==> src/rtl/rfr_pkg.sv <==
// Shared types, codes and the byte-wide CRC-16 function for the response
// frame receiver. No dependencies.

package rfr_pkg;

	// Opcode of an input transaction
	localparam logic OP_BYTE    = 1'b0;
	localparam logic OP_TIMEOUT = 1'b1;

	// Result kind
	localparam logic KIND_PAYLOAD = 1'b0;
	localparam logic KIND_STATUS  = 1'b1;

	// End-of-frame status codes
	localparam logic [2:0] ST_OK        = 3'd0;
	localparam logic [2:0] ST_CRC_BAD   = 3'd1;
	localparam logic [2:0] ST_WRONGTYPE = 3'd2;
	localparam logic [2:0] ST_TRUNC     = 3'd3;
	localparam logic [2:0] ST_SHORT     = 3'd4;

	localparam logic [15:0] CRC_POLY     = 16'h8005;
	localparam logic [15:0] HEADER_BYTES = 16'd5;

	// One result transaction
	typedef struct packed {
		logic        kind;
		logic [7:0]  frame_id;
		logic [7:0]  header_flags;
		logic [7:0]  payload_byte;
		logic [15:0] payload_index;
		logic [2:0]  frame_status;
	} rfr_result_t;

	// CRC-16, poly 0x8005, MSB first, one byte unrolled over eight bit steps
	function automatic logic [15:0] crc16_byte(input logic [15:0] acc, input logic [7:0] b);
		logic [15:0] c;
		c = acc ^ {b, 8'h00};
		for (int k = 0; k < 8; k++) begin
			if (c[15]) begin
				c = {c[14:0], 1'b0} ^ CRC_POLY;
			end else begin
				c = {c[14:0], 1'b0};
			end
		end
		return c;
	endfunction

endpackage

==> src/rtl/rfr_deframer.sv <==
// Frame parser state machine with running CRC for the response frame receiver.
// Depends on rfr_pkg.

module rfr_deframer (
	input  logic                 clk,
	input  logic                 arst_n,
	input  logic                 step,
	input  logic                 opcode,
	input  logic [7:0]           data_byte,
	input  logic [7:0]           response_type,
	output logic                 emit,
	output rfr_pkg::rfr_result_t result
);
	import rfr_pkg::*;

	localparam logic [2:0] PH_IDLE    = 3'd0;
	localparam logic [2:0] PH_ID      = 3'd1;
	localparam logic [2:0] PH_FLAGS   = 3'd2;
	localparam logic [2:0] PH_LEN_HI  = 3'd3;
	localparam logic [2:0] PH_LEN_LO  = 3'd4;
	localparam logic [2:0] PH_PAYLOAD = 3'd5;
	localparam logic [2:0] PH_CRC     = 3'd6;
	localparam logic [2:0] PH_DRAIN   = 3'd7;

	logic [2:0]  phase_q,    phase_d;
	logic [15:0] crc_q,      crc_d;
	logic [7:0]  id_q,       id_d;
	logic [7:0]  flags_q,    flags_d;
	logic [15:0] plen_q,     plen_d;
	logic [15:0] count_q,    count_d;
	logic [7:0]  high_q,     high_d;

	logic [15:0] crc_next;
	logic [15:0] word;
	logic [15:0] count_inc;

	assign crc_next  = crc16_byte((phase_q == PH_IDLE) ? 16'h0000 : crc_q, data_byte);
	assign word      = {high_q, data_byte};
	assign count_inc = count_q + 16'd1;

	// Next state and result for one transaction
	always_comb begin
		phase_d = phase_q;
		crc_d   = crc_q;
		id_d    = id_q;
		flags_d = flags_q;
		plen_d  = plen_q;
		count_d = count_q;
		high_d  = high_q;
		emit    = 1'b0;
		result  = '{kind: KIND_STATUS, frame_id: id_q, header_flags: flags_q,
			payload_byte: 8'h00, payload_index: 16'h0000, frame_status: ST_OK};

		if (step) begin
			if (opcode == OP_TIMEOUT) begin
				// a timeout inside a frame truncates it; drain just ends
				if (phase_q != PH_IDLE) begin
					emit = (phase_q != PH_DRAIN);
					result.frame_status = ST_TRUNC;
					phase_d = PH_IDLE;
				end
			end else begin
				unique case (phase_q)
					PH_IDLE: begin
						id_d    = 8'h00;
						flags_d = 8'h00;
						crc_d   = crc_next;
						if (data_byte != response_type) begin
							emit = 1'b1;
							result.frame_id     = 8'h00;
							result.header_flags = 8'h00;
							result.frame_status = ST_WRONGTYPE;
						end else begin
							phase_d = PH_ID;
						end
					end
					PH_ID: begin
						id_d    = data_byte;
						crc_d   = crc_next;
						phase_d = PH_FLAGS;
					end
					PH_FLAGS: begin
						flags_d = data_byte;
						crc_d   = crc_next;
						phase_d = PH_LEN_HI;
					end
					PH_LEN_HI: begin
						high_d  = data_byte;
						crc_d   = crc_next;
						phase_d = PH_LEN_LO;
					end
					PH_LEN_LO: begin
						crc_d = crc_next;
						if (word < HEADER_BYTES) begin
							emit = 1'b1;
							result.frame_status = ST_SHORT;
							phase_d = PH_IDLE;
						end else begin
							plen_d  = word - HEADER_BYTES;
							count_d = 16'h0000;
							phase_d = (word == HEADER_BYTES) ? PH_CRC : PH_PAYLOAD;
						end
					end
					PH_PAYLOAD: begin
						crc_d = crc_next;
						emit  = 1'b1;
						result.kind          = KIND_PAYLOAD;
						result.payload_byte  = data_byte;
						result.payload_index = count_q;
						count_d = count_inc;
						if (count_inc == plen_q) begin
							phase_d = PH_CRC;
						end
					end
					PH_CRC: begin
						// count == length: CRC high byte pending, else low byte
						if (count_q == plen_q) begin
							high_d  = data_byte;
							count_d = count_inc;
						end else begin
							emit = 1'b1;
							if (word == crc_q) begin
								result.frame_status = ST_OK;
								phase_d = PH_IDLE;
							end else begin
								result.frame_status = ST_CRC_BAD;
								phase_d = PH_DRAIN;
							end
						end
					end
					PH_DRAIN: begin
						phase_d = PH_DRAIN;
					end
					default: begin
						phase_d = PH_IDLE;
					end
				endcase
			end
		end
	end

	// State registers
	always_ff @(posedge clk or negedge arst_n) begin
		if (!arst_n) begin
			phase_q <= PH_IDLE;
			crc_q   <= 16'h0000;
			id_q    <= 8'h00;
			flags_q <= 8'h00;
			plen_q  <= 16'h0000;
			count_q <= 16'h0000;
			high_q  <= 8'h00;
		end else begin
			phase_q <= phase_d;
			crc_q   <= crc_d;
			id_q    <= id_d;
			flags_q <= flags_d;
			plen_q  <= plen_d;
			count_q <= count_d;
			high_q  <= high_d;
		end
	end

	// Payload index always stays below the payload length
	assert property (@(posedge clk) disable iff (!arst_n)
		phase_q == PH_PAYLOAD |-> count_q < plen_q)
		else $error("payload count reached length inside payload");

	// A CRC mismatch puts the parser into drain
	assert property (@(posedge clk) disable iff (!arst_n)
		emit && result.kind == KIND_STATUS && result.frame_status == ST_CRC_BAD
		|=> phase_q == PH_DRAIN)
		else $error("crc mismatch did not enter drain");

	// Nothing is emitted while draining
	assert property (@(posedge clk) disable iff (!arst_n)
		phase_q == PH_DRAIN |-> !emit)
		else $error("result emitted during drain");

endmodule

==> src/rtl/response_frame_receiver_crc16_top.sv <==
// Top level of the response frame receiver: input register, deframer and
// output register. Depends on rfr_pkg and rfr_deframer.
//
// Usage:
//   Input channel (in_valid/in_ready, opcode, data_byte): one transaction per
//   received byte (opcode 0) or line timeout (opcode 1).
//   Output channel (out_valid/out_ready, result fields): payload bytes with
//   their index, and one status transaction at the end of every frame.
//   cfg_wr_en/cfg_wr_data write the expected response type byte; write it
//   only while no transaction is in flight.
// Path: an accepted input waits in the input register; the parser works from
//   it, and the output register captures its result when the transaction
//   advances (the output register is free or being read).
// Throughput: one input transaction per cycle while the output is not stalled;
//   the whole CRC byte update and the parser step fit between the input and output registers.
// Reset: arst_n clears both pipeline registers, the parser (idle, waiting for
//   a type byte), the CRC and the response type register (0).
// Stall: while out_ready is low and a result is held, the input register
//   keeps its transaction and in_ready drops; nothing is lost or repeated.

module response_frame_receiver_crc16_top (
	input  logic        clk,
	input  logic        arst_n,
	input  logic        cfg_wr_en,
	input  logic [7:0]  cfg_wr_data,
	input  logic        in_valid,
	output logic        in_ready,
	input  logic        opcode,
	input  logic [7:0]  data_byte,
	output logic        out_valid,
	input  logic        out_ready,
	output logic        result_kind,
	output logic [7:0]  frame_id,
	output logic [7:0]  header_flags,
	output logic [7:0]  payload_byte,
	output logic [15:0] payload_index,
	output logic [2:0]  frame_status
);
	import rfr_pkg::*;

	logic        resp_type_q;
	logic [7:0]  resp_type_val_q;
	logic        valid_s1;
	logic        opcode_s1;
	logic [7:0]  byte_s1;
	logic        advance;
	logic        emit;
	rfr_result_t result;
	logic        out_valid_q;
	rfr_result_t out_q;

	// Configuration register
	always_ff @(posedge clk or negedge arst_n) begin
		if (!arst_n) begin
			resp_type_val_q <= 8'h00;
			resp_type_q     <= 1'b0;
		end else if (cfg_wr_en) begin
			resp_type_val_q <= cfg_wr_data;
			resp_type_q     <= 1'b1;
		end
	end

	// The held transaction moves on when the output register is free
	assign advance  = valid_s1 && (!out_valid_q || out_ready);
	assign in_ready = !valid_s1 || advance;

	// Input register
	always_ff @(posedge clk or negedge arst_n) begin
		if (!arst_n) begin
			valid_s1 <= 1'b0;
		end else if (in_ready) begin
			valid_s1 <= in_valid;
		end
	end

	always_ff @(posedge clk) begin
		if (in_valid && in_ready) begin
			opcode_s1 <= opcode;
			byte_s1   <= data_byte;
		end
	end

	rfr_deframer u_deframer (
		.clk           (clk),
		.arst_n        (arst_n),
		.step          (advance),
		.opcode        (opcode_s1),
		.data_byte     (byte_s1),
		.response_type (resp_type_val_q),
		.emit          (emit),
		.result        (result)
	);

	// Output register
	always_ff @(posedge clk or negedge arst_n) begin
		if (!arst_n) begin
			out_valid_q <= 1'b0;
		end else if (advance && emit) begin
			out_valid_q <= 1'b1;
		end else if (out_ready) begin
			out_valid_q <= 1'b0;
		end
	end

	always_ff @(posedge clk) begin
		if (advance && emit) begin
			out_q <= result;
		end
	end

	assign out_valid     = out_valid_q;
	assign result_kind   = out_q.kind;
	assign frame_id      = out_q.frame_id;
	assign header_flags  = out_q.header_flags;
	assign payload_byte  = out_q.payload_byte;
	assign payload_index = out_q.payload_index;
	assign frame_status  = out_q.frame_status;

	// Payload transactions carry status ok
	assert property (@(posedge clk) disable iff (!arst_n)
		out_valid_q && out_q.kind == KIND_PAYLOAD |-> out_q.frame_status == ST_OK)
		else $error("payload transaction with nonzero status");

	// Status transactions carry zero payload fields
	assert property (@(posedge clk) disable iff (!arst_n)
		out_valid_q && out_q.kind == KIND_STATUS
		|-> out_q.payload_index == 16'h0000 && out_q.payload_byte == 8'h00)
		else $error("status transaction with payload fields set");

	// A held transaction behind a stalled output blocks the input
	assert property (@(posedge clk) disable iff (!arst_n)
		valid_s1 && out_valid_q && !out_ready |-> !in_ready && !advance)
		else $error("input taken while output stalled");

	// Once written, the type register remains marked written
	assert property (@(posedge clk) disable iff (!arst_n)
		resp_type_q |=> resp_type_q)
		else $error("type register write mark lost");

endmodule
==> config.mk <==
export PLATFORM = sky130hd
export DESIGN_NAME = response_frame_receiver_crc16_top
export DESIGN_NICKNAME = d
export VERILOG_FILES = /design/src/rtl/rfr_pkg.sv /design/src/rtl/rfr_deframer.sv /design/src/rtl/response_frame_receiver_crc16_top.sv
export SDC_FILE = /design/constraint.sdc
export NUM_CORES = 1
export LEC_CHECK = 0
export ABC_AREA = 0
export BUFFER_PORTS_ARGS = -buffer_cell sky130_fd_sc_hd__buf_4
export CELL_PAD_IN_SITES_DETAIL_PLACEMENT = 0
export CELL_PAD_IN_SITES_GLOBAL_PLACEMENT = 1
export CORE_MARGIN = 8
export CORE_UTILIZATION = 51
export CTS_BUF_LIST = sky130_fd_sc_hd__clkbuf_8 sky130_fd_sc_hd__clkbuf_16
export DETAILED_ROUTE_END_ITERATION = 6
export GPL_TIMING_DRIVEN = 1
export PLACE_DENSITY = 0.93
export SLEW_MARGIN = 25
export SYNTH_ARGS = -nofsm -noshare
export SYNTH_HDL_FRONTEND = slang
export SYNTH_SLANG_ARGS = --single-unit
==> constraint.sdc <==
create_clock -name clk -period 5 [get_ports clk]
set_input_delay 1 -clock clk [delete_from_list [all_inputs] [get_ports clk]]
set_output_delay 1 -clock clk [all_outputs]
set_load 0.005 [all_outputs]
==> qor.csv <==
metric,value,unit
largest net degree at the start of global routing,86,
Post-Route Setup TNS,0,ps
DP Area,7680,sq um
Sw Share,0.353,
Routed Antenna Nets,0,
Fin. Hold Viols,0,
post-CTS sizing,0,
"EDFF count, synth",53,
relative slew slack,0.368,
combinational share of power,0.336,
clock latency at the later pin of the worst-skew pair,420,ps
Max Cap Viol,0,
main combinational cell family by area after synthesis,simple AND/OR/NAND/NOR gates,
Gate Count Post-Synth,689,
"Design Area, Final",8280,sq um
drt pass-1 iters,5,
Hold Path Sink,u_deframer.id_q[2]$_DFFE_PN0P_,
Clock Root Buffer,clkbuf_16,
FF-to-FF Start,u_deframer.count_q[12]$_DFFE_PN0P_,
Synth Warn #,0,
Simple-Gate Fraction of Synth Area,0.190,
VDD IR max,0.000356,V
first-pass GRT wire length,26300,um
syn avg cell area,10.3,sq um
R2R Setup Slk,1770,ps
GR Overflow Total,0,
initial drt markers,574,
RSZ-0062 raised after global routing,false,
initial antenna violation count,0,
Clock Skew,5.74,ps
final setup vio count,0,
Final WS setup,1770,ps
CP Class,reg2reg,
global-route usage over all layers,0.185,
hold_sp,u_deframer.id_q[2]$_DFFE_PN0P_,
Post-CTS Repair Setup Buffers,0,
CTS tree,yes,
pre-CTS WS,1820,ps
drt wl/cell,17.7,um
GPL Wtd Cong,0.881,
Mapped Nets,714,
hold depth,2,
Worst Setup End Kind,flip-flop,
status,"finished, final reports clean",
FP Rows,43,
worst min path class,reg2reg,
final antenna diode count,0,
sequential power share,0.404,
register area share after synthesis,0.523,
Die Wd,134,um
worst-case reg-to-reg path depth,7,
Post-Route WL,16400,um
Compound-Gate Fraction of Synth Area,0.0979,
# fillers,1162,
Pins Over Slew Limit,0,
crit path DAT,3520,ps
"Hold-fix buffers, CTS",0,
number of nets in the layout,756,
net switching power,0.00171,W
Area Overhead vs Synth,16.4,%
DRC,0,
Initial Util,0.517,
TritonCTS buffer count,17,
die height,134,um
post-layout util,0.601,
Worst-Margin Slew,948,ps
share of layout cells above drive strength 1,0.176,
CTS Sinks,138,
H-tree levels,4,
total power,0.00483,W
die area,18000,sq um
Core ar.,13800,sq um
Clk pwr share,0.260,
clock slew at reported path FFs,60,ps
mapped cell area,7120,sq um
required time worst endpoint,5290,ps
Synth Flop Type,dfrtp_1,
min Tclk post-route,3230,ps
DR vias,5371,
adder-cell area share of the yosys netlist,0.00528,
ys async rst share,0.616,
vias in the first global route,5036,
PortBufs,67,
XOR/XNOR Fraction of Synth Area,0.114,
Longest Clk Path Bufs,2,
FMAX,0.310,GHz
leak pwr,3.54,nW
Netlist cell types,60,
startpoint types,flip-flop,
mux share of post-synthesis cell area,0.0373,
Worst R2R End,u_deframer.count_q[9]$_DFFE_PN0P_,
detailed placement HPWL,11400,um
Crit Path Max Fanout,18,
Via density,5.81,
Ports,68,
internal power,0.00313,W
final period utilization,0.645,
PwrDens,584,nW/um^2
register bit total from synthesis,138,
==> how the worst max path moves through the flow <==
stage	cells past startpoint	from	end	slack, ps
after floorplan	8	u_deframer.count_q[10]$_DFFE_PN0P_	out_valid$_DFFE_PN0P_	1990
after global placement	4	out_ready	payload_index[10]$_SDFFCE_PP0P_	1850
after detailed placement	4	out_ready	payload_index[14]$_SDFFCE_PP0P_	1820
after CTS	7	u_deframer.count_q[12]$_DFFE_PN0P_	u_deframer.count_q[9]$_DFFE_PN0P_	1790
after global routing	5	u_deframer.phase_q[2]$_DFFE_PN0P_	payload_byte[3]$_SDFFCE_PP0P_	1560
final	7	u_deframer.count_q[12]$_DFFE_PN0P_	u_deframer.count_q[9]$_DFFE_PN0P_	1770
==> cell families (layout without fill, tap and decap cells) <==
group	Yosys count	count (layout)
AND/OR/NAND/NOR	267	267
flip-flops	138	138
AO/OA/AOI/OAI	111	111
XOR/XNOR	90	90
buffers and inverters	56	111
multiplexers	24	24
adder cells (fa/ha/maj)	3	3
==> routing by layer <==
metal,part of all wire,up-vias,track usage
met5,0,-,0
met4,0.018,0,0.0686
met3,0.067,28,0.0460
met2,0.50,194,0.304
met1,0.42,2617,0.232
li1,-,2532,-
==> state kept, by name (all words and copies together), names as in the netlist, 3 cells and up <==
signal / flops
payload_byte: 8
u_deframer.phase_q: 3
byte_s1: 8
u_deframer.plen_q: 16
u_deframer.crc_q: 16
frame_id: 8
resp_type_val_q: 8
u_deframer.count_q: 16
payload_index: 16
u_deframer.flags_q: 8
u_deframer.id_q: 8
header_flags: 8
frame_status: 3
u_deframer.high_q: 8
==> placed cells by master (no fill, tap or decap), types with 3 or more instances in the layout <==
| master | instances |
|---|---|
| buf_4 | 69 |
| a21o_1 | 3 |
| nand3_1 | 24 |
| clkbuf_16 | 17 |
| mux2i_1 | 4 |
| and4_1 | 4 |
| mux2_2 | 20 |
| a21oi_1 | 14 |
| o21ai_0 | 56 |
| or3_1 | 6 |
| nand2_1 | 92 |
| xor2_1 | 48 |
| and3_1 | 25 |
| a31oi_1 | 5 |
| and2_1 | 20 |
| nor3_1 | 17 |
| nor2_1 | 34 |
| xnor2_1 | 40 |
| o41ai_1 | 3 |
| nor4_1 | 10 |
| clkinv_1 | 3 |
| dfrtp_1 | 85 |
| nand2b_1 | 10 |
| o31ai_1 | 10 |
| edfxtp_1 | 53 |
| ha_1 | 3 |
| inv_1 | 7 |
| nand4_1 | 11 |
| inv_6 | 6 |
==> stage by stage <==
stage | hold WS (ps) | std cells
2_1_floorplan | 430 | 689
3_3_place_gp | 446 | 892
3_5_place_dp | 453 | 892
4_1_cts | 466 | 924
5_1_grt | 473 | 924
6_report | 465 | 924
==> critical path, stage by stage, from the launching register on <==
cell	delay [ps]
dfrtp_1	520
xor2_1	220
or4b_1	500
or4_4	460
nor3_4	230
o211ai_4	220
or2_1	490
o41ai_1	460
==> synthesized netlist by cell type (2+ instances only) <==
master / n / share of area
and2_1: 20 / 0.018
o2111ai_1: 2 / 0.0025
buf_2: 2 / 0.0014
a21oi_1: 14 / 0.0098
a32oi_1: 2 / 0.0025
or4_1: 2 / 0.0021
mux2_2: 20 / 0.032
nor2_1: 34 / 0.018
and4_1: 4 / 0.0049
a21o_1: 3 / 0.0032
nand2b_1: 10 / 0.0088
dfrtp_1: 85 / 0.30
nor3_1: 17 / 0.012
ha_1: 3 / 0.0053
a211oi_1: 2 / 0.0021
edfxtp_1: 53 / 0.22
buf_1: 4 / 0.0021
clkinv_1: 2 / 0.0011
o31ai_1: 10 / 0.011
nand4_1: 11 / 0.0097
o41ai_1: 3 / 0.0037
inv_1: 7 / 0.0037
nor2b_1: 2 / 0.0018
clkbuf_1: 38 / 0.020
nand2_1: 92 / 0.049
a31oi_1: 5 / 0.0044
buf_6: 3 / 0.0047
o21ai_0: 56 / 0.039
or3_1: 6 / 0.0053
mux2i_1: 4 / 0.0056
xnor2_1: 40 / 0.049
nand3_1: 24 / 0.017
nor4_1: 10 / 0.0088
nor3_4: 2 / 0.0046
and3_1: 25 / 0.022
xor2_1: 48 / 0.059
==> area by class of cell <==
cell class              instances  area, sq um  area share
flip-flops and latches        138         3720       0.449
clock buffers                  18          439      0.0530
multi-input cells             495         3180       0.383
clock inverters                14          160      0.0193
well taps                     180          225      0.0272
repair buffers                 70          529      0.0639
inverters                       9         33.8     0.00408
==> power groups by stage <==
stage               Combinational, W  Clock (W)  Sequential [W]
detailed placement           0.00162          0         0.00197
finish                       0.00162    0.00126         0.00195
floorplan                    0.00120          0         0.00183
global route                 0.00180    0.00133         0.00200
CTS                          0.00164    0.00128         0.00195
global placement             0.00157          0         0.00195
No activity file was read; power rests on OpenSTA's default activity.
